## src/rtl/rbht_pkg.sv

```systemverilog
`timescale 1ns / 1ps
// ----------------------------------------------------------------------------
// Rounded border hit test package
// Widths, register indexes and shared types for the border hit test.
// ----------------------------------------------------------------------------
package rbht_pkg;

	// Point coordinates are two's complement of this width.
	localparam int COORD_BITS = 16;

	localparam int FRAME_BITS = 14;
	localparam int RAD_BITS   = 12;

	// Working width for signed sums of coordinates and frame geometry.
	localparam int GEOM_BITS = (COORD_BITS > FRAME_BITS + 1) ? COORD_BITS : FRAME_BITS + 1;
	localparam int EXT_BITS  = GEOM_BITS + 2;

	// Squared distances of points already known to lie within one radius.
	localparam int SQ_BITS = 2 * RAD_BITS + 1;

	localparam int CFG_INDEX_BITS = 3;
	localparam int CFG_DATA_BITS  = FRAME_BITS;

	typedef enum logic [CFG_INDEX_BITS-1:0] {
		REG_FRAME_WIDTH         = 3'd0,
		REG_FRAME_HEIGHT        = 3'd1,
		REG_BORDER_WIDTH        = 3'd2,
		REG_RADIUS_TOP_LEFT     = 3'd3,
		REG_RADIUS_TOP_RIGHT    = 3'd4,
		REG_RADIUS_BOTTOM_LEFT  = 3'd5,
		REG_RADIUS_BOTTOM_RIGHT = 3'd6
	} cfg_reg_t;

	typedef logic signed [COORD_BITS-1:0] coord_t;
	typedef logic signed [EXT_BITS-1:0]   ext_t;
	typedef logic [RAD_BITS-1:0]          rad_t;
	typedef logic [FRAME_BITS-1:0]        frame_t;

endpackage

```

## src/rtl/rbht_ring.sv

```systemverilog
`timescale 1ns / 1ps
// ----------------------------------------------------------------------------
// Corner ring test
// Decides whether an offset from an arc centre lies on the quarter ring.
// ----------------------------------------------------------------------------
module rbht_ring import rbht_pkg::*; (
	input  ext_t dx,
	input  ext_t dy,
	input  rad_t radius,
	input  rad_t border,
	output logic hit
);

	logic [EXT_BITS-1:0] abs_x;
	logic [EXT_BITS-1:0] abs_y;
	logic                near;
	rad_t                mag_x;
	rad_t                mag_y;
	logic [SQ_BITS-1:0]  dist_sq;
	logic [SQ_BITS-1:0]  outer_sq;
	logic                has_inner;
	rad_t                inner;
	logic [SQ_BITS-1:0]  inner_sq;

	assign abs_x = dx[EXT_BITS-1] ? EXT_BITS'(-dx) : EXT_BITS'(dx);
	assign abs_y = dy[EXT_BITS-1] ? EXT_BITS'(-dy) : EXT_BITS'(dy);

	// Any offset beyond the radius on one axis is already outside the disc,
	// so only narrow magnitudes ever reach the squarers.
	assign near  = (abs_x <= EXT_BITS'(radius)) && (abs_y <= EXT_BITS'(radius));
	assign mag_x = abs_x[RAD_BITS-1:0];
	assign mag_y = abs_y[RAD_BITS-1:0];

	assign dist_sq   = SQ_BITS'(mag_x * mag_x) + SQ_BITS'(mag_y * mag_y);
	assign outer_sq  = SQ_BITS'(radius * radius);
	assign has_inner = radius > border;
	assign inner     = radius - border;
	assign inner_sq  = SQ_BITS'(inner * inner);

	assign hit = near && (dist_sq <= outer_sq) && !(has_inner && (dist_sq < inner_sq));

endmodule

```

## config.mk

```make
export PLATFORM = sky130hd
export DESIGN_NAME = rbht_ring
export DESIGN_NICKNAME = d
export VERILOG_FILES = /design/src/rtl/rbht_pkg.sv /design/src/rtl/rbht_ring.sv
export SDC_FILE = /design/constraint.sdc
export NUM_CORES = 1
export LEC_CHECK = 0
export ABC_AREA = 1
export BUFFER_PORTS_ARGS = -buffer_cell sky130_fd_sc_hd__buf_2
export CORE_MARGIN = 2
export CORE_UTILIZATION = 50
export DETAILED_ROUTE_END_ITERATION = 12
export MAX_ROUTING_LAYER = met4
export PLACE_DENSITY = 0.69
export SLEW_MARGIN = 5
export SYNTH_ARGS = -nofsm -noshare
export SYNTH_HDL_FRONTEND = slang
export SYNTH_SLANG_ARGS = --single-unit
export TNS_END_PERCENT = 30
```

## constraint.sdc

```tcl
create_clock -name vclk -period 16.3
set_input_delay 0 -clock vclk [all_inputs]
set_output_delay 0 -clock vclk [all_outputs]
set_load 0.1 [all_outputs]
```

== Word level (Yosys, flattened, before mapping) ==
Index checks and enable logic that the tools add are counted.
Widths: inputs -> output; s select.
Storage, ports and cells
  bits in registers: 0
  bits in latches: 0
  bits in writable memories: 0
  memory bits (read-only): 0
  input bits: 60
  output and inout bits: 1
  word-level logic and storage cells: 20
  memories: 0
Cells by class
  add/subtract/negate cells: 4
  $mul: 4
  div/mod/pow operators: 0
  order comparisons: 5
  equality and inequality tests: 0
  shift-type cells: 0
  mux-type cells: 2
  bitwise logic cells: 0
  reductions and logical operators: 5
Operators by type and width (number)
  $mul 12x12->24: 4
  $le 18x12->1: 2
  $mux 18: 2
  $neg 18->18: 2
  $add 24x24->25: 1
  $le 25x24->1: 1
  $lt 25x24->1: 1
  $gt 12x12->1: 1
  $sub 12x12->12: 1
  $logic_and 1x1->1: 4
  $logic_not 1->1: 1

== Depth between registers and ports, before layout ==
  word-level depth: 8
  mapped depth: 50
  mapped depth without buffers: 50

== Worst setup path after synthesis ==
No wires, ideal clock.
  path kind: input port to output port
  start: input dx[0]
  end: output hit
  data arrival time: 8544 ps
  data required time: 16300 ps
  setup slack: 7756 ps
  cell stages on the path: 39
  path buffers: 1
  cell sequence: inv_1 clkbuf_1 ha_1 nand3_2 nor2_2 inv_2 o21ai_4 xor2_4 nand2_1 fa_1 inv_1 fa_1 inv_1 fa_1 fa_1 inv_1 fa_1 inv_1 [3 not listed] ha_1 a21oi_1 o21ai_0 nand2_1 nand2_1 a21oi_1 o21ai_0 xor2_1 ha_1 a21oi_1 nor2_1 a211oi_1 nand2_1 nand2_1 nand2_1 nand2_1 a21oi_1 nor2_1
On the way
  cells in the longest elaborated chain, start to end: 8
  elaborated cells on any way between the ends: 12
  those cells by class: add/sub: 2; mul: 1; order compare: 3; mux: 1; reduce/logical: 5
RTL lines
  start: declaration: line rbht_ring.sv:7  | input ext_t dx,
  $neg 18->18: line rbht_ring.sv:25  | assign abs_x = dx[EXT_BITS-1] ? EXT_BITS'(-dx) : EXT_BITS'(dx);
  $mux 18 (*): line rbht_ring.sv:25
  $mul 12x12->24: line rbht_ring.sv:34  | assign dist_sq = SQ_BITS'(mag_x * mag_x) + SQ_BITS'(mag_y * mag_y);
  $add 24x24->25: line rbht_ring.sv:34
  $lt 25x24->1: line rbht_ring.sv:40  | assign hit = near && (dist_sq <= outer_sq) && !(has_inner && (dist_sq < inner_sq));
  $logic_and 1x1->1: line rbht_ring.sv:40
  $logic_not 1->1: line rbht_ring.sv:40
  $logic_and 1x1->1 (*): line rbht_ring.sv:40
  end: declaration: line rbht_ring.sv:11  | output logic hit
Mark *: on every way between the ends. The rest lies on a longest branch, timed or not.

== Final worst setup path ==
  start: input dy[0]
  end: output hit
On the way
  cells in the longest elaborated chain, start to end: 8
  elaborated cells on any way between the ends: 12
  those cells by class: add/sub: 2; mul: 1; order compare: 3; mux: 1; reduce/logical: 5
RTL lines
  start: declaration: line rbht_ring.sv:8  | input ext_t dy,
  $neg 18->18: line rbht_ring.sv:26  | assign abs_y = dy[EXT_BITS-1] ? EXT_BITS'(-dy) : EXT_BITS'(dy);
  $mux 18 (*): line rbht_ring.sv:26
  $mul 12x12->24: line rbht_ring.sv:34
  $add 24x24->25: line rbht_ring.sv:34
  $lt 25x24->1: line rbht_ring.sv:40
  $logic_and 1x1->1: line rbht_ring.sv:40
  $logic_not 1->1: line rbht_ring.sv:40
  $logic_and 1x1->1 (*): line rbht_ring.sv:40
Marked as above.

==> flow_summary_export.csv <==
group,metric,value,unit
cells_and_area,syn2layout_area_growth,3.96,%
synthesis,synth_cell_type_count,50,
cells_and_area,drive_above_1_share,5.67,%
placement,place_congestion,0.975,
sta,rsz0062_at_grt,"false",
run,maxCapViolations,0,
sta,period_minus_slack,9.07,ns
critical_path,slowest_stage,"xor2_1",
grt,grt_pass1_wl,75700,um
floorplan,ios,61,
synthesis,ys_seq_area_share,0,%
placement,port_buffers,61,
synthesis,syn_avg_cell_area,7.80,um^2
grt,grt_antenna_before_repair,2,
placement,dp.cells,2904,
sta,hold_viol_final,0,
critical_path,endpoint_kind,"output pin",
grt,grt-ovfl-total,0,
cells_and_area,clock_buffers,0,
cells_and_area,fin_cells,2906,
routing,wl_per_cell,15.2,um
cells_and_area,fillers,3543,
synthesis,synth-adder-area-share,58.2,%
critical_path,arrival,9.07,ns
routing,vias,15000,
grt,grt_max_degree,27,
routing,antenna_left,0,
critical_path,start_kind,"primary input",
routing,drtPass1Iterations,5,
synthesis,muxShareOfSynthArea,0,%
critical_path,cp_max_fo,12,
sta,slew_headroom,44.7,%
cells_and_area,multi_input_area,0.0161,mm^2
critical_path,critical_path_required,16.30,ns
floorplan,core_area,0.0368,mm^2
floorplan,dieHeight,198,um
cells_and_area,final_core_util,53.0,%
synthesis,syn-instance-count,2406,
grt,grt_pass1_vias,16200,
sta,worstMarginPinSlew,0.823,ns
critical_path,worst-setup-path-type,"in -> out",
synthesis,syn_area,0.0188,mm^2
hold_path,min_path_type,"in -> out",
sta,fin_setup_tns,0,ns
cts,cts_setup_buffers,0,
synthesis,synth_compound_area_share,6.22,%
synthesis,yosys.area_share.xor_xnor,4.38,%
floorplan,die_width,198,um
routing,drc,0,
sta,fmax,110,MHz
grt,grt_usage,24.7,%
floorplan,fp-row-count,70,
sta,slew_violations,0,
placement,pre_cts_slack,7.33,ns
sta,setup_slack,7.23,ns
floorplan,die-area,0.0391,mm^2
placement,hpwl,39700,um
cts,hold_buffers,0,
sta,fin_crit_sh,55.7,%
routing,totalWireLength,44000,um
cts,post_cts_resized,0,
synthesis,yosys_warnings,0,
cells_and_area,ff_latch_area,0,um^2
routing,via_per_inst,5.18,
routing,drt_iter0_markers,809,
cells_and_area,seq_cells,0,
critical_path,slowest_delay,0.61,ns
cells_and_area,layout.nets,3156,
outcome,outcome,"completed",
sta,setup_viol,0,
synthesis,yosys.area_share.simple,17.0,%
floorplan,start_util,51.0,%
synthesis,synth_top_family_by_area,"adder cells",
synthesis,syn-num-nets,3124,
logic make-up after synthesis:
group / count (synthesis)
buf+inv: 695
compound gates: 203
simple gates: 761
xor+xnor: 89
fa+ha+maj: 658
layout make-up:
| type | count | area share, % |
|---|---|---|
| Multi-Input combinational cell | 1711 | 82.6 |
| Antenna cell | 2 | 0.0257 |
| Tap cell | 468 | 3.00 |
| Inverter | 662 | 12.8 |
| Timing Repair Buffer | 63 | 1.64 |
final timing paths:
kind               start  endpoint  slack, ns  cells past startpoint
setup / recovery   dy[0]       hit       7.23                     41
hold / removal    dx[15]       hit       0.84                      7
per-layer routing:
layer	share of wire (%)	vias to the layer above	track usage (%)
met3	4.4	59	2.04
met1	44	7409	31.6
met2	49	314	42.9
li1	-	7262	-
met5	0	-	-
met4	2.3	0	5.26
critical path, delay by kind of cell:
family | cells | cell delay (ns)
AND/OR/NAND/NOR | 13 | 1.25
adder cells (fa/ha/maj) | 10 | 4.26
AO/OA/AOI/OAI | 6 | 1.10
buffers and inverters | 10 | 1.53
XOR/XNOR | 2 | 0.90
cell usage after synthesis, types with 2 or more instances:
cell / instances / area (um^2)
ha_1: 300 / 3750
nand3b_1: 4 / 30.0
a21boi_0: 2 / 15.0
xor2_2: 3 / 48.8
a21oi_2: 3 / 26.3
a21oi_1: 107 / 536
nand3_2: 2 / 20.0
o21ai_2: 5 / 43.8
nor2_1: 209 / 785
buf_6: 4 / 45.0
o211ai_1: 2 / 15.0
fa_1: 358 / 7170
nor3_1: 17 / 85.1
o21ai_1: 9 / 45.0
nor2_2: 7 / 43.8
inv_2: 20 / 75.1
and2_1: 3 / 18.8
nand2_2: 12 / 75.1
xor2_1: 48 / 420
nand3_1: 65 / 325
a211oi_1: 2 / 15.0
inv_1: 641 / 2410
nand2_1: 404 / 1520
nor2_4: 8 / 90.1
o21ai_0: 43 / 215
buf_2: 8 / 40.0
o211a_1: 2 / 20.0
nand4_1: 17 / 106
a21o_1: 9 / 67.6
xnor2_1: 37 / 324
clkbuf_1: 19 / 71.3
o21bai_1: 8 / 60.1
a31oi_1: 4 / 25.0
o31ai_1: 2 / 15.0
or2_2: 7 / 43.8
stage by stage:
| stage | cell area, um^2 | hold slack, ns |
|---|---|---|
| 2_1_floorplan | 18800 | 0.524 |
| 3_3_place_gp | 19500 | 0.844 |
| 3_5_place_dp | 19500 | 0.853 |
| 4_1_cts | 19500 | 0.856 |
| 5_1_grt | 19500 | 0.892 |
| 6_report | 19500 | 0.840 |
placed cells by master (no fill, tap or decap), types with 2 or more instances in the layout:
cell | Yosys | final
inv_1 | 641 | 641
nand2_1 | 404 | 404
fa_1 | 358 | 358
ha_1 | 300 | 300
nor2_1 | 209 | 209
a21oi_1 | 107 | 107
nand3_1 | 65 | 65
buf_2 | 8 | 61
xor2_1 | 48 | 48
o21ai_0 | 43 | 42
xnor2_1 | 37 | 37
inv_2 | 20 | 20
nand4_1 | 17 | 17
nor3_1 | 17 | 17
nand2_2 | 12 | 12
o21ai_1 | 9 | 10
a21o_1 | 9 | 9
nor2_4 | 8 | 8
o21bai_1 | 8 | 8
nor2_2 | 7 | 7
or2_2 | 7 | 7
o21ai_2 | 5 | 5
a31oi_1 | 4 | 4
nand3b_1 | 4 | 4
a21oi_2 | 3 | 3
xor2_2 | 3 | 3
and2_1 | 3 | 3
diode_2 | 0 | 2
nand3_2 | 2 | 2
o211ai_1 | 2 | 2
a21boi_0 | 2 | 2
o31ai_1 | 2 | 2
o211a_1 | 2 | 2
a211oi_1 | 2 | 2
buf_4 | 1 | 2
Power is not shown: default switching activity piles up to over one toggle a cycle in this logic, so the estimate is an artifact.
